## src/rtl/vlmh_pkg.sv

```systemverilog
// Shared types and constants for the vision link mode handshake block.
`default_nettype none

package vlmh_pkg;

    localparam int MSG_W         = 48;
    localparam int MSG_MAX_BYTES = 8;
    localparam int Q_DEPTH       = 2;
    localparam int Q_AW          = 1;
    localparam int Q_CW          = 2;

    localparam logic [7:0] SYM_STX   = 8'h02;
    localparam logic [7:0] SYM_ETX   = 8'h03;
    localparam logic [7:0] SYM_PAD   = 8'hFF;
    localparam logic [7:0] TYPE_MODE = 8'h10;
    localparam logic [7:0] TYPE_CMD  = 8'h20;
    localparam logic [7:0] TYPE_ACK  = 8'h40;

    localparam logic [7:0] ACK_TEXT [3] = '{8'h41, 8'h43, 8'h4B};

    typedef enum logic [1:0] {
        CMD_BYTE = 2'd0,
        CMD_KEY  = 2'd1,
        CMD_POLL = 2'd2,
        CMD_NOP  = 2'd3
    } cmd_t;

    typedef enum logic [2:0] {
        ST_NONE     = 3'd0,
        ST_CMD_OK   = 3'd1,
        ST_CMD_REJ  = 3'd2,
        ST_ACK_OK   = 3'd3,
        ST_IGNORED  = 3'd4
    } status_t;

    typedef enum logic [1:0] {
        PEND_NONE = 2'd0,
        PEND_RISE = 2'd1,
        PEND_FALL = 2'd2
    } pend_t;

    // One queued job: a single status result or a whole mode frame.
    typedef struct packed {
        logic             frame;
        status_t          status;
        logic             aim;
        logic             cmd_ok;
        logic             ack_wait;
        logic [MSG_W-1:0] msg;
    } job_t;

endpackage

`default_nettype wire

```

## src/rtl/vlmh_front.sv

```systemverilog
// Front end: takes items, parses received frames, tracks mode state and queues jobs.
`default_nettype none

module vlmh_front
    import vlmh_pkg::*;
#(
    parameter int FRAME_BYTES   = 15,
    parameter int BURST_BYTES   = 36,
    parameter int CMD_MSG_BYTES = 6
)
(
    input  wire logic       clk,
    input  wire logic       rst_n,
    input  wire logic       in_valid,
    output logic            in_stall,
    input  wire logic [1:0] cmd,
    input  wire logic [7:0] rx_byte,
    input  wire logic       burst_end,
    input  wire logic       key_pressed,
    output logic            push,
    output job_t            job,
    input  wire logic       q_full
);

    localparam int PAY_LEN   = FRAME_BYTES - 3;
    localparam int FC_W      = $clog2(FRAME_BYTES);
    localparam int BC_W      = $clog2(BURST_BYTES);
    localparam bit ACK_FITS  = (PAY_LEN >= 3);

    logic [7:0]       store_reg [FRAME_BYTES];
    logic [FC_W-1:0]  frame_cnt_reg, frame_cnt_next;
    logic [BC_W-1:0]  burst_cnt_reg, burst_cnt_next;
    logic             aim_reg, aim_next;
    pend_t            pend_reg, pend_next;
    logic             last_key_reg, last_key_next;
    logic             ack_wait_reg, ack_wait_next;
    logic             cmd_ok_reg, cmd_ok_next;
    logic [MSG_W-1:0] cmd_store_reg, cmd_store_next;

    logic                       accept;
    cmd_t                       cmd_e;
    logic [7:0]                 pay [PAY_LEN];
    logic                       frame_ok;
    logic                       cmd_pad_ok;
    logic                       ack_match;
    logic [8*MSG_MAX_BYTES-1:0] msg_full;
    status_t                    status;
    logic                       send_frame;

    assign cmd_e    = cmd_t'(cmd);
    assign in_stall = q_full;
    assign accept   = in_valid && !q_full;

    // frame checks, in parallel over the payload
    always_comb
    begin
        for (int i = 0; i < PAY_LEN; i++)
        begin
            pay[i] = store_reg[i + 2];
        end
        frame_ok   = (store_reg[0] == SYM_STX) && (rx_byte == SYM_ETX);
        cmd_pad_ok = 1'b1;
        ack_match  = ACK_FITS;
        msg_full   = '0;
        for (int i = 0; i < PAY_LEN; i++)
        begin
            if (i >= CMD_MSG_BYTES)
            begin
                cmd_pad_ok = cmd_pad_ok && (pay[i] == SYM_PAD);
            end
            else if (i < MSG_MAX_BYTES)
            begin
                msg_full[8*i +: 8] = pay[i];
            end
            if (i < 3)
            begin
                ack_match = ack_match && (pay[i] == ACK_TEXT[i]);
            end
            else
            begin
                ack_match = ack_match && (pay[i] == SYM_PAD);
            end
        end
    end

    always_comb
    begin
        frame_cnt_next = frame_cnt_reg;
        burst_cnt_next = burst_cnt_reg;
        aim_next       = aim_reg;
        pend_next      = pend_reg;
        last_key_next  = last_key_reg;
        ack_wait_next  = ack_wait_reg;
        cmd_ok_next    = cmd_ok_reg;
        cmd_store_next = cmd_store_reg;
        status         = ST_NONE;
        send_frame     = 1'b0;
        unique case (cmd_e)
            CMD_BYTE:
            begin
                if (frame_cnt_reg == FC_W'(FRAME_BYTES - 1))
                begin
                    frame_cnt_next = '0;
                    if (!frame_ok)
                    begin
                        status = ST_IGNORED;
                    end
                    else if (store_reg[1] == TYPE_CMD)
                    begin
                        if (aim_reg && cmd_pad_ok)
                        begin
                            status         = ST_CMD_OK;
                            cmd_store_next = msg_full[MSG_W-1:0];
                            cmd_ok_next    = 1'b1;
                        end
                        else
                        begin
                            status      = ST_CMD_REJ;
                            cmd_ok_next = 1'b0;
                        end
                    end
                    else if (store_reg[1] == TYPE_ACK && ack_match)
                    begin
                        status        = ST_ACK_OK;
                        ack_wait_next = 1'b0;
                        pend_next     = PEND_NONE;
                    end
                    else
                    begin
                        status = ST_IGNORED;
                    end
                end
                else
                begin
                    frame_cnt_next = frame_cnt_reg + FC_W'(1);
                end
                if (burst_end || burst_cnt_reg == BC_W'(BURST_BYTES - 1))
                begin
                    frame_cnt_next = '0;
                    burst_cnt_next = '0;
                end
                else
                begin
                    burst_cnt_next = burst_cnt_reg + BC_W'(1);
                end
            end
            CMD_KEY:
            begin
                if (key_pressed != last_key_reg)
                begin
                    if (key_pressed)
                    begin
                        pend_next = aim_reg ? PEND_FALL : PEND_RISE;
                    end
                    last_key_next = key_pressed;
                end
            end
            CMD_POLL:
            begin
                if (pend_reg != PEND_NONE)
                begin
                    aim_next      = (pend_reg == PEND_RISE);
                    cmd_ok_next   = cmd_ok_reg && (pend_reg == PEND_RISE);
                    ack_wait_next = 1'b1;
                    send_frame    = 1'b1;
                end
            end
            CMD_NOP:
            begin
                status = ST_NONE;
            end
        endcase
    end

    always_comb
    begin
        push         = accept;
        job.frame    = send_frame;
        job.status   = status;
        job.aim      = aim_next;
        job.cmd_ok   = cmd_ok_next;
        job.ack_wait = ack_wait_next;
        job.msg      = cmd_store_next;
    end

    always_ff @(posedge clk)
    begin
        if (accept && cmd_e == CMD_BYTE)
        begin
            store_reg[frame_cnt_reg] <= rx_byte;
        end
    end

    always_ff @(posedge clk or negedge rst_n)
    begin
        if (!rst_n)
        begin
            frame_cnt_reg <= '0;
            burst_cnt_reg <= '0;
            aim_reg       <= 1'b0;
            pend_reg      <= PEND_NONE;
            last_key_reg  <= 1'b0;
            ack_wait_reg  <= 1'b0;
            cmd_ok_reg    <= 1'b0;
            cmd_store_reg <= '0;
        end
        else if (accept)
        begin
            frame_cnt_reg <= frame_cnt_next;
            burst_cnt_reg <= burst_cnt_next;
            aim_reg       <= aim_next;
            pend_reg      <= pend_next;
            last_key_reg  <= last_key_next;
            ack_wait_reg  <= ack_wait_next;
            cmd_ok_reg    <= cmd_ok_next;
            cmd_store_reg <= cmd_store_next;
        end
    end

`ifndef SYNTHESIS
    assert property (@(posedge clk) disable iff (!rst_n)
        accept && cmd_e == CMD_POLL && pend_reg != PEND_NONE |=> ack_wait_reg)
        else $error("poll with armed toggle did not set ack wait");

    assert property (@(posedge clk) disable iff (!rst_n)
        accept && status == ST_ACK_OK |=> !ack_wait_reg && pend_reg == PEND_NONE)
        else $error("ack did not clear wait and pending edge");

    assert property (@(posedge clk) disable iff (!rst_n)
        accept && cmd_e == CMD_BYTE && burst_end |=> frame_cnt_reg == '0 && burst_cnt_reg == '0)
        else $error("burst end did not restart framing");
`endif

endmodule

`default_nettype wire

```

## src/rtl/vlmh_queue.sv

```systemverilog
// Short job queue between the front end and the result sequencer.
`default_nettype none

module vlmh_queue
    import vlmh_pkg::*;
(
    input  wire logic clk,
    input  wire logic rst_n,
    input  wire logic push,
    input  wire job_t job_in,
    output logic      full,
    input  wire logic pop,
    output job_t      job_out,
    output logic      empty
);

    job_t            slot_reg [Q_DEPTH];
    logic [Q_AW-1:0] wr_ptr_reg, rd_ptr_reg;
    logic [Q_CW-1:0] count_reg;

    assign full    = (count_reg == Q_CW'(Q_DEPTH));
    assign empty   = (count_reg == '0);
    assign job_out = slot_reg[rd_ptr_reg];

    always_ff @(posedge clk)
    begin
        if (push)
        begin
            slot_reg[wr_ptr_reg] <= job_in;
        end
    end

    always_ff @(posedge clk or negedge rst_n)
    begin
        if (!rst_n)
        begin
            wr_ptr_reg <= '0;
            rd_ptr_reg <= '0;
            count_reg  <= '0;
        end
        else
        begin
            if (push)
            begin
                wr_ptr_reg <= wr_ptr_reg + Q_AW'(1);
            end
            if (pop)
            begin
                rd_ptr_reg <= rd_ptr_reg + Q_AW'(1);
            end
            if (push && !pop)
            begin
                count_reg <= count_reg + Q_CW'(1);
            end
            else if (pop && !push)
            begin
                count_reg <= count_reg - Q_CW'(1);
            end
        end
    end

`ifndef SYNTHESIS
    assert property (@(posedge clk) disable iff (!rst_n)
        count_reg <= Q_CW'(Q_DEPTH))
        else $error("queue count out of range");

    assert property (@(posedge clk) disable iff (!rst_n)
        !(push && full) && !(pop && empty))
        else $error("queue overflow or underflow");

    assert property (@(posedge clk) disable iff (!rst_n)
        push && !pop |=> !empty)
        else $error("queue empty after push");
`endif

endmodule

`default_nettype wire

```

## src/rtl/vlmh_back.sv

```systemverilog
// Result sequencer: expands queued jobs into results through an output register.
`default_nettype none

module vlmh_back
    import vlmh_pkg::*;
#(
    parameter int FRAME_BYTES = 15
)
(
    input  wire logic              clk,
    input  wire logic              rst_n,
    input  wire job_t              job,
    input  wire logic              empty,
    output logic                   pop,
    output logic                   out_valid,
    input  wire logic              out_stall,
    output logic                   tx_valid,
    output logic [7:0]             tx_byte,
    output logic                   last,
    output logic [2:0]             frame_status,
    output logic [2:0]             mode_bits,
    output logic                   command_valid,
    output logic                   waiting_ack,
    output logic [MSG_W-1:0]       command_message
);

    localparam int FC_W = $clog2(FRAME_BYTES);

    logic             out_valid_reg, out_valid_next;
    logic [FC_W-1:0]  idx_reg, idx_next;
    logic             tx_valid_reg;
    logic [7:0]       tx_byte_reg, tx_byte_next;
    logic             last_reg, last_next;
    status_t          status_reg;
    logic             aim_reg;
    logic             cmd_ok_reg;
    logic             ack_wait_reg;
    logic [MSG_W-1:0] msg_reg;

    logic load;
    logic idx_last;

    assign load     = !out_valid_reg || !out_stall;
    assign idx_last = (idx_reg == FC_W'(FRAME_BYTES - 1));

    always_comb
    begin
        pop            = 1'b0;
        idx_next       = idx_reg;
        out_valid_next = out_valid_reg;
        last_next      = 1'b1;
        tx_byte_next   = 8'h00;
        if (job.frame)
        begin
            last_next = idx_last;
            if (idx_reg == '0)
            begin
                tx_byte_next = SYM_STX;
            end
            else if (idx_reg == FC_W'(1))
            begin
                tx_byte_next = TYPE_MODE;
            end
            else if (idx_last)
            begin
                tx_byte_next = SYM_ETX;
            end
            else if (idx_reg == FC_W'(2))
            begin
                tx_byte_next = {7'd0, job.aim};
            end
            else
            begin
                tx_byte_next = SYM_PAD;
            end
        end
        if (load)
        begin
            out_valid_next = !empty;
            if (!empty)
            begin
                if (!job.frame || idx_last)
                begin
                    pop      = 1'b1;
                    idx_next = '0;
                end
                else
                begin
                    idx_next = idx_reg + FC_W'(1);
                end
            end
        end
    end

    always_ff @(posedge clk)
    begin
        if (load && !empty)
        begin
            tx_valid_reg <= job.frame;
            tx_byte_reg  <= tx_byte_next;
            last_reg     <= last_next;
            status_reg   <= job.status;
            aim_reg      <= job.aim;
            cmd_ok_reg   <= job.cmd_ok;
            ack_wait_reg <= job.ack_wait;
            msg_reg      <= job.msg;
        end
    end

    always_ff @(posedge clk or negedge rst_n)
    begin
        if (!rst_n)
        begin
            out_valid_reg <= 1'b0;
            idx_reg       <= '0;
        end
        else
        begin
            out_valid_reg <= out_valid_next;
            idx_reg       <= idx_next;
        end
    end

    assign out_valid       = out_valid_reg;
    assign tx_valid        = tx_valid_reg;
    assign tx_byte         = tx_byte_reg;
    assign last            = last_reg;
    assign frame_status    = status_reg;
    assign mode_bits       = {2'b00, aim_reg};
    assign command_valid   = cmd_ok_reg;
    assign waiting_ack     = ack_wait_reg;
    assign command_message = msg_reg;

`ifndef SYNTHESIS
    assert property (@(posedge clk) disable iff (!rst_n)
        out_valid_reg && tx_valid_reg && last_reg |-> tx_byte_reg == SYM_ETX)
        else $error("mode frame does not end in ETX");

    assert property (@(posedge clk) disable iff (!rst_n)
        out_valid_reg && !tx_valid_reg |-> last_reg && tx_byte_reg == 8'h00)
        else $error("status result malformed");

    assert property (@(posedge clk) disable iff (!rst_n)
        out_valid_reg && tx_valid_reg |-> status_reg == ST_NONE && ack_wait_reg)
        else $error("mode frame byte with status or without ack wait");
`endif

endmodule

`default_nettype wire

```

## src/rtl/vision_link_mode_handshake.sv

```systemverilog
// Top level of the vision link mode handshake block.
// Takes one item per cycle while not stalled (received byte, key sample, poll tick or
// no-op). Each item gives one result, except a poll tick with a key toggle armed, which
// gives a FRAME_BYTES-byte mode frame, one byte per cycle from the output register while
// out_stall is low. Frame checks and state updates finish in the cycle an item is
// accepted; the job then waits in a two-entry queue until the sequencer loads its first
// result into the output register. The input stalls only while the queue is full, i.e.
// while a mode frame is being sent out or the output side is stalled. No clearing pass
// is needed after reset.
`default_nettype none

module vision_link_mode_handshake
    import vlmh_pkg::*;
#(
    parameter int FRAME_BYTES   = 15,
    parameter int BURST_BYTES   = 36,
    parameter int CMD_MSG_BYTES = 6
)
(
    input  wire logic              clk,
    input  wire logic              rst_n,
    input  wire logic              in_valid,
    output logic                   in_stall,
    input  wire logic [1:0]        cmd,
    input  wire logic [7:0]        rx_byte,
    input  wire logic              burst_end,
    input  wire logic              key_pressed,
    output logic                   out_valid,
    input  wire logic              out_stall,
    output logic                   tx_valid,
    output logic [7:0]             tx_byte,
    output logic                   last,
    output logic [2:0]             frame_status,
    output logic [2:0]             mode_bits,
    output logic                   command_valid,
    output logic                   waiting_ack,
    output logic [MSG_W-1:0]       command_message
);

    logic push;
    logic pop;
    logic q_full;
    logic q_empty;
    job_t job_in;
    job_t job_out;

    vlmh_front #(
        .FRAME_BYTES   (FRAME_BYTES),
        .BURST_BYTES   (BURST_BYTES),
        .CMD_MSG_BYTES (CMD_MSG_BYTES)
    ) u_front (
        .clk         (clk),
        .rst_n       (rst_n),
        .in_valid    (in_valid),
        .in_stall    (in_stall),
        .cmd         (cmd),
        .rx_byte     (rx_byte),
        .burst_end   (burst_end),
        .key_pressed (key_pressed),
        .push        (push),
        .job         (job_in),
        .q_full      (q_full)
    );

    vlmh_queue u_queue (
        .clk     (clk),
        .rst_n   (rst_n),
        .push    (push),
        .job_in  (job_in),
        .full    (q_full),
        .pop     (pop),
        .job_out (job_out),
        .empty   (q_empty)
    );

    vlmh_back #(
        .FRAME_BYTES (FRAME_BYTES)
    ) u_back (
        .clk             (clk),
        .rst_n           (rst_n),
        .job             (job_out),
        .empty           (q_empty),
        .pop             (pop),
        .out_valid       (out_valid),
        .out_stall       (out_stall),
        .tx_valid        (tx_valid),
        .tx_byte         (tx_byte),
        .last            (last),
        .frame_status    (frame_status),
        .mode_bits       (mode_bits),
        .command_valid   (command_valid),
        .waiting_ack     (waiting_ack),
        .command_message (command_message)
    );

endmodule

`default_nettype wire
```

## config.mk

```make
export PLATFORM = sky130hd
export DESIGN_NAME = vision_link_mode_handshake
export DESIGN_NICKNAME = d
export VERILOG_FILES = /design/src/rtl/vlmh_pkg.sv /design/src/rtl/vlmh_front.sv /design/src/rtl/vlmh_queue.sv /design/src/rtl/vlmh_back.sv /design/src/rtl/vision_link_mode_handshake.sv
export SDC_FILE = /design/constraint.sdc
export NUM_CORES = 1
export LEC_CHECK = 0
export ABC_CLOCK_PERIOD_IN_PS = 4000
export BUFFER_PORTS_ARGS = -buffer_cell sky130_fd_sc_hd__buf_2
export CORE_ASPECT_RATIO = 1.2
export CORE_MARGIN = 4
export CORE_UTILIZATION = 28
export DETAILED_ROUTE_END_ITERATION = 10
export PLACE_DENSITY = 0.45
export SLEW_MARGIN = 15
export SYNTH_ARGS = -nofsm -noshare
export SYNTH_HDL_FRONTEND = slang
export SYNTH_SLANG_ARGS = --single-unit
```

## constraint.sdc

```tcl
create_clock -name clk -period 4 [get_ports clk]
set_input_delay 0.6 -clock clk [delete_from_list [all_inputs] [get_ports clk]]
set_output_delay 0.6 -clock clk [all_outputs]
set_load 0.005 [all_outputs]
```

## Word level (Yosys, flattened, before mapping)

Memories as Yosys holds them, arrays and structs flattened.
Cells that the tools add are included.

- Memories kept: 2
- Output and inout port bits: 68
- Bits of input ports: 16
- Register bits after elaboration: 137
- Logic and storage cells: 167
- Bits in writable memories: 230

Memories:

| name | depth | width | rd ports | clocked after Yosys merged registers in | write ports | line | text |
|---|---|---|---|---|---|---|---|
| u_front.store_reg | 15 | 8 | 14 | 0 | 1 | vlmh_front.sv:30 | `logic [7:0] store_reg [FRAME_BYTES];` |
| u_queue.slot_reg | 2 | 55 | 1 | 0 | 1 | vlmh_queue.sv:17 | `job_t slot_reg [Q_DEPTH];` |

- Muxes and demuxes: 52
- Equal/unequal tests: 32
- Reduce and logical (&&, ||, !) cells: 48
- $add $sub $neg: 7
- Bitwise operators: 2

Operators with widths:

| kind | number |
|---|---|
| $mux W48 | 5 |
| $eq A8 B8 Y1 const B | 9 |
| $eq A8 B7 Y1 const B | 4 |
| $logic_and A1 B1 Y1 | 25 |
| $mux W2 | 11 |
| $mux W1 | 21 |
| $eq A8 B2 Y1 const B | 2 |
| $mux W3 | 5 |
| $mux W4 | 3 |
| $mux W5 | 2 |
| $add A4 B1 Y4 const B | 2 |
| $eq A4 B4 Y1 const B | 2 |
| $eq A8 B6 Y1 const B | 1 |
| $mux W8 | 1 |
| $ne A2 B1 Y1 const B | 4 |
| $reduce_and A8 Y1 | 1 |
| $logic_not A1 Y1 | 7 |
| $add A6 B1 Y6 const B | 1 |
| $eq A6 B6 Y1 const B | 1 |
| $mux W6 | 1 |
| $reduce_bool A2 Y1 | 3 |
| $eq A2 B1 Y1 const B | 2 |
| $eq A2 B2 Y1 const B | 2 |
| $eq A4 B1 Y1 const B | 1 |
| 17 further kinds | 25 |

## Longest topological paths before layout

An unclocked memory read counts as a cell.

- Depth in word-level cells: 19
- Gate-level depth with buffers: 9
- Mapped depth without buffers: 9

## Modules after synthesis

From an unflattened synthesis, not the netlist that was laid out.

- Cells, all modules: 743
- Area, all modules: 13,686.9 um^2

By module, submodules not included:

| module | times used | cells an instance | area an instance (um^2) | seq. area each (um^2) |
|---|---|---|---|---|
| vlmh_front | 1 | 443 | 7,120.6 | 4,964.8 |
| vlmh_queue | 1 | 187 | 4,320.4 | 3,403.3 |
| vlmh_back | 1 | 113 | 2,245.9 | 1,926.8 |

## Least setup slack after synthesis

Ideal clock, no wire load.

- Kind: input port to flip-flop
- Start point: input in_valid
- End point: memory u_queue.slot_reg[0][0] in the netlist's numbering (enable)
- Path buffers: 0
- Stages on the path: 2
- Setup time: 0.468 ns
- Data arrival time: 3.025 ns
- Data required time: 3.532 ns
- Slack: 0.507 ns
- Cell sequence: nand2_1 nor2_1

- Cells in the longest elaborated chain, start to end: 3

Ends and longest elaborated chain:

| what | line | text |
|---|---|---|
| start: declaration | vision_link_mode_handshake.sv:22 | `input wire logic in_valid,` |
| $logic_and A1 B1 Y1 | vlmh_front.sv:52 | `assign accept = in_valid && !q_full;` |
| $mux W1 | vlmh_queue.sv:27 | `if (push)` |
| $mux W1 (not written as such) | vlmh_queue.sv:29 | `slot_reg[wr_ptr_reg] <= job_in;` |
| end: declaration | vlmh_queue.sv:17 |  |

Every way passes these cells.

==> impl_metrics.yaml <==
die:
  floorplan.initialDensity: 0.285
  num_io_pins: 84
  width_of_the_chip_um: 208
  die_area_um2: 51700
  core_area_um2: 47200
  placement_rows: 87
  die_h_um: 248
power_and_ir_drop:
  p_per_area_nw_per_um2: 652
  vdd.ir_drop.worst_uv: 242
  p_leak_nw: 5.89
logic_synthesis:
  synth_xor_area_frac: 0.00325
  synth.yosys.seq_area_share: 0.765
  main_combinational_cell_family_by_area_after_synthesis: "multiplexers"
  synth_area_um2: 13500
  number_of_enable_flip_flop_cells_after_synthesis: 282
  synth.distinct_cells: 56
  synth-async-reset-ratio: 0.206
  synthesis.instances: 744
  synth.yosys.warnings: 0
  ys_dominant_reg_cell: "sky130_fd_sc_hd__edfxtp_1"
  synth.avg_cell_area_um2: 18.1
  total_of_flip_flops_plus_latches_after_synthesis: 355
  synth_compound_gate_area_share: 0.0230
  synthSimpleGateAreaFrac: 0.0585
  synth-adder-area-share: 0.00558
  synth.mux.area_fraction: 0.129
routing:
  route.detailed.vias_per_inst: 4.46
  via_count: 6729
  drt-total-wl_um: 29500
  final_antenna_net_count: 0
  drt_first_pass_iters: 4
  routed_wire_length_per_instance_um: 19.5
  drc_errors: 0
  drt_first_iter_violations: 343
placed_design:
  dp_hpwl_um: 18100
  detailedPlace.worstSlack_ns: 0.655
  port_buffers: 81
  gp_congestion: 0.720
run:
  max-cap-violations: 0
setup_path:
  cp_data_arrival_time_ns: 3.19
  worstSetupStartpointType: "flop"
  critPathTopFamily: "simple AND/OR/NAND/NOR gates"
  worstPathCellList: "nand2b_1, nor4_1, nand2_2, nor2_4, buf_4, mux2_1"
  worst_r2r_startpoint: "u_front.frame_cnt_reg[0]$_DFFE_PN0P_"
  endpoint_kind: "flop"
  rr_worst_depth: 6
  slowest_delay_ns: 0.61
  timing.rr.end: "u_queue.slot_reg[0][40]$_DFFE_PP_"
  critical-path-slowest-cell: "sky130_fd_sc_hd__nor4_1"
  flop_to_flop_setup_slack_ns: 1.07
  critical_path_required_ns: 4.27
  worst_setup_path_startpoint: "u_front.frame_cnt_reg[0]$_DFFE_PN0P_"
  crit_path_end: "u_queue.slot_reg[0][40]$_DFFE_PP_"
  cp.depth: 6
  setup.worst_path.class: "reg2reg"
  buffers_plus_inverters_on_the_worst_setup_path: 1
  timing.critical_path.fanout_max: 28
timing:
  postLayoutSetupSlackWorst_ns: 1.07
  layout_worst_path_cycle_share: 0.732
  slew_viol_final: 0
  worstMarginPinSlew_ns: 0.917
  final-setup-viol-count: 0
  worst_slew_margin_rel: 0.389
  rsz_0062_raised_after_global_routing: "no"
  timing.final.hold_violations: 0
  finalCriticalPeriod_ns: 2.93
  fin_tns_setup_ns: 0
  timing.fmax_ghz: 0.342
  timing.clock.skew_ns: 0.0152
clocking:
  cts.path.max_buffers: 3
  clkTransAtPathRegs_ns: 0.06
  tritoncts_num_sinks: 355
  post-cts-setup-buffers: 0
  hold_buffers: 0
  cts_made_buffers: 38
  cts_root_buffer: "sky130_fd_sc_hd__clkbuf_16"
  h-tree-depth: 2
  clk_latency_ns: 0.53
  tritoncts_clock_tree: "built"
  cts.repair.resized: 0
global_routing:
  overflow: 0
  maximum_number_of_pins_on_one_net_before_global_route_repair: 59
  grt_antenna_before_repair: 0
  total_routing_usage_reported_by_global_routing: 0.115
  number_of_global_route_vias_before_repair: 7303
  grt_pass1_wl_um: 45400
status:
  result_of_the_run: "finished clean"
cells_and_area:
  final_nets: 877
  antenna_diodes: 0
  final_layout_size_suffix_gt1_frac: 0.327
  largest_reg_flops: 112
  layout.cells.most_common: "sky130_fd_sc_hd__edfxtp_1"
  area.growth.synth_to_final_pct: 18.6
  layout_common_cells: "282 x sky130_fd_sc_hd__edfxtp_1, 111 x sky130_fd_sc_hd__mux2_2, 80 x sky130_fd_sc_hd__buf_2"
hold_path:
  min_path_type: "in2async"
-- cells in the mapped netlist (2+ instances only) --
| library cell | instances | share of area |
|---|---|---|
| sky130_fd_sc_hd__a22o_1 | 4 | 0.0026 |
| sky130_fd_sc_hd__nor2_1 | 23 | 0.0064 |
| sky130_fd_sc_hd__o21a_1 | 3 | 0.0017 |
| sky130_fd_sc_hd__a21oi_1 | 8 | 0.0030 |
| sky130_fd_sc_hd__nand2_1 | 20 | 0.0056 |
| sky130_fd_sc_hd__and3_1 | 2 | 0.00093 |
| sky130_fd_sc_hd__o31ai_1 | 4 | 0.0022 |
| sky130_fd_sc_hd__xor2_1 | 2 | 0.0013 |
| sky130_fd_sc_hd__edfxtp_1 | 282 | 0.63 |
| sky130_fd_sc_hd__mux2_1 | 40 | 0.033 |
| sky130_fd_sc_hd__buf_2 | 6 | 0.0022 |
| sky130_fd_sc_hd__nand2b_1 | 4 | 0.0019 |
| sky130_fd_sc_hd__nand3_1 | 10 | 0.0037 |
| sky130_fd_sc_hd__nor4_1 | 9 | 0.0042 |
| sky130_fd_sc_hd__nand3b_1 | 2 | 0.0011 |
| sky130_fd_sc_hd__dfrtp_1 | 73 | 0.14 |
| sky130_fd_sc_hd__o21ai_0 | 22 | 0.0082 |
| sky130_fd_sc_hd__or2_2 | 4 | 0.0019 |
| sky130_fd_sc_hd__mux2_2 | 111 | 0.093 |
| sky130_fd_sc_hd__nor3b_1 | 2 | 0.0011 |
| sky130_fd_sc_hd__nor4b_1 | 2 | 0.0013 |
| sky130_fd_sc_hd__inv_1 | 8 | 0.0022 |
| sky130_fd_sc_hd__clkbuf_1 | 10 | 0.0028 |
| sky130_fd_sc_hd__a31oi_1 | 2 | 0.00093 |
| sky130_fd_sc_hd__buf_4 | 9 | 0.0050 |
| sky130_fd_sc_hd__or4b_1 | 5 | 0.0037 |
| sky130_fd_sc_hd__nand4_1 | 26 | 0.012 |
| sky130_fd_sc_hd__ha_1 | 6 | 0.0056 |
| sky130_fd_sc_hd__buf_6 | 4 | 0.0033 |
| sky130_fd_sc_hd__nor3_1 | 10 | 0.0037 |
| sky130_fd_sc_hd__mux2i_1 | 3 | 0.0022 |
| sky130_fd_sc_hd__xnor2_1 | 3 | 0.0020 |
| sky130_fd_sc_hd__nand4b_1 | 2 | 0.0013 |
-- per-stage QoR --
stage	power [mW]	std cells	utilization	hold WS, ns	cell area (um2)
after floorplan	6.09	745	-	0.304	13500
final	10.4	1508	0.338	0.200	16000
after detailed placement	6.91	1438	0.310	0.467	14700
after global placement	6.89	1438	0.310	0.460	14700
after global routing	11.0	1508	0.338	0.257	16000
after CTS	10.6	1508	0.338	0.217	16000
-- logic make-up after synthesis --
kind of cell	after synthesis
flip-flops	355
buffers and inverters	39
other	1
XOR/XNOR	5
adder cells (fa/ha/maj)	6
AO/OA/AOI/OAI	50
multiplexers	154
AND/OR/NAND/NOR	134
-- worst min-delay path by stage --
stage / end / slack (ns) / startpoint
6_report: u_front.cmd_store_reg[37]$_DFFE_PN0P_ / 0.20 / rst_n
5_1_grt: u_front.cmd_store_reg[40]$_DFFE_PN0P_ / 0.26 / rst_n
4_1_cts: u_front.cmd_store_reg[40]$_DFFE_PN0P_ / 0.22 / rst_n
3_5_place_dp: u_front.cmd_store_reg[32]$_DFFE_PN0P_ / 0.47 / u_front.cmd_store_reg[32]$_DFFE_PN0P_
3_3_place_gp: u_front.cmd_store_reg[36]$_DFFE_PN0P_ / 0.46 / u_front.cmd_store_reg[36]$_DFFE_PN0P_
2_1_floorplan: u_back.idx_reg[0]$_DFFE_PN0P_ / 0.30 / rst_n
-- worst register-to-register path, cell delays in order (launching register included) --
cell and delay [ns]:
sky130_fd_sc_hd__dfrtp_1 0.51, sky130_fd_sc_hd__nand2b_1 0.28, sky130_fd_sc_hd__nor4_1 0.61, sky130_fd_sc_hd__nand2_2 0.25
sky130_fd_sc_hd__nor2_4 0.16, sky130_fd_sc_hd__buf_4 0.43, sky130_fd_sc_hd__mux2_1 0.43
-- metal layers --
layer  track usage  up-vias  wire (um)
met5             0        -          0
met1         0.145     3469      12800
li1              -     3106          -
met3        0.0208       45        956
met4        0.0356        0        763
met2         0.202      109      14900
-- final cells by class --
type,instances,area [um2]
Inverter,10,37.5
Sequential cell,355,10300
Fill cell,4582,31300
Timing Repair Buffer,99,556
Clock buffer,48,1080
Tap cell,623,779
Multi-Input combinational cell,351,2980
Clock inverter,22,236
-- power breakdown --
group	total, mW	switching [mW]	internal (mW)	leakage (nW)
combinational	1.62	0.959	0.664	1.60
clock	3.67	1.43	2.24	0.656
sequential	5.12	0.289	4.83	3.63
Power figures use the tool's default switching activity.
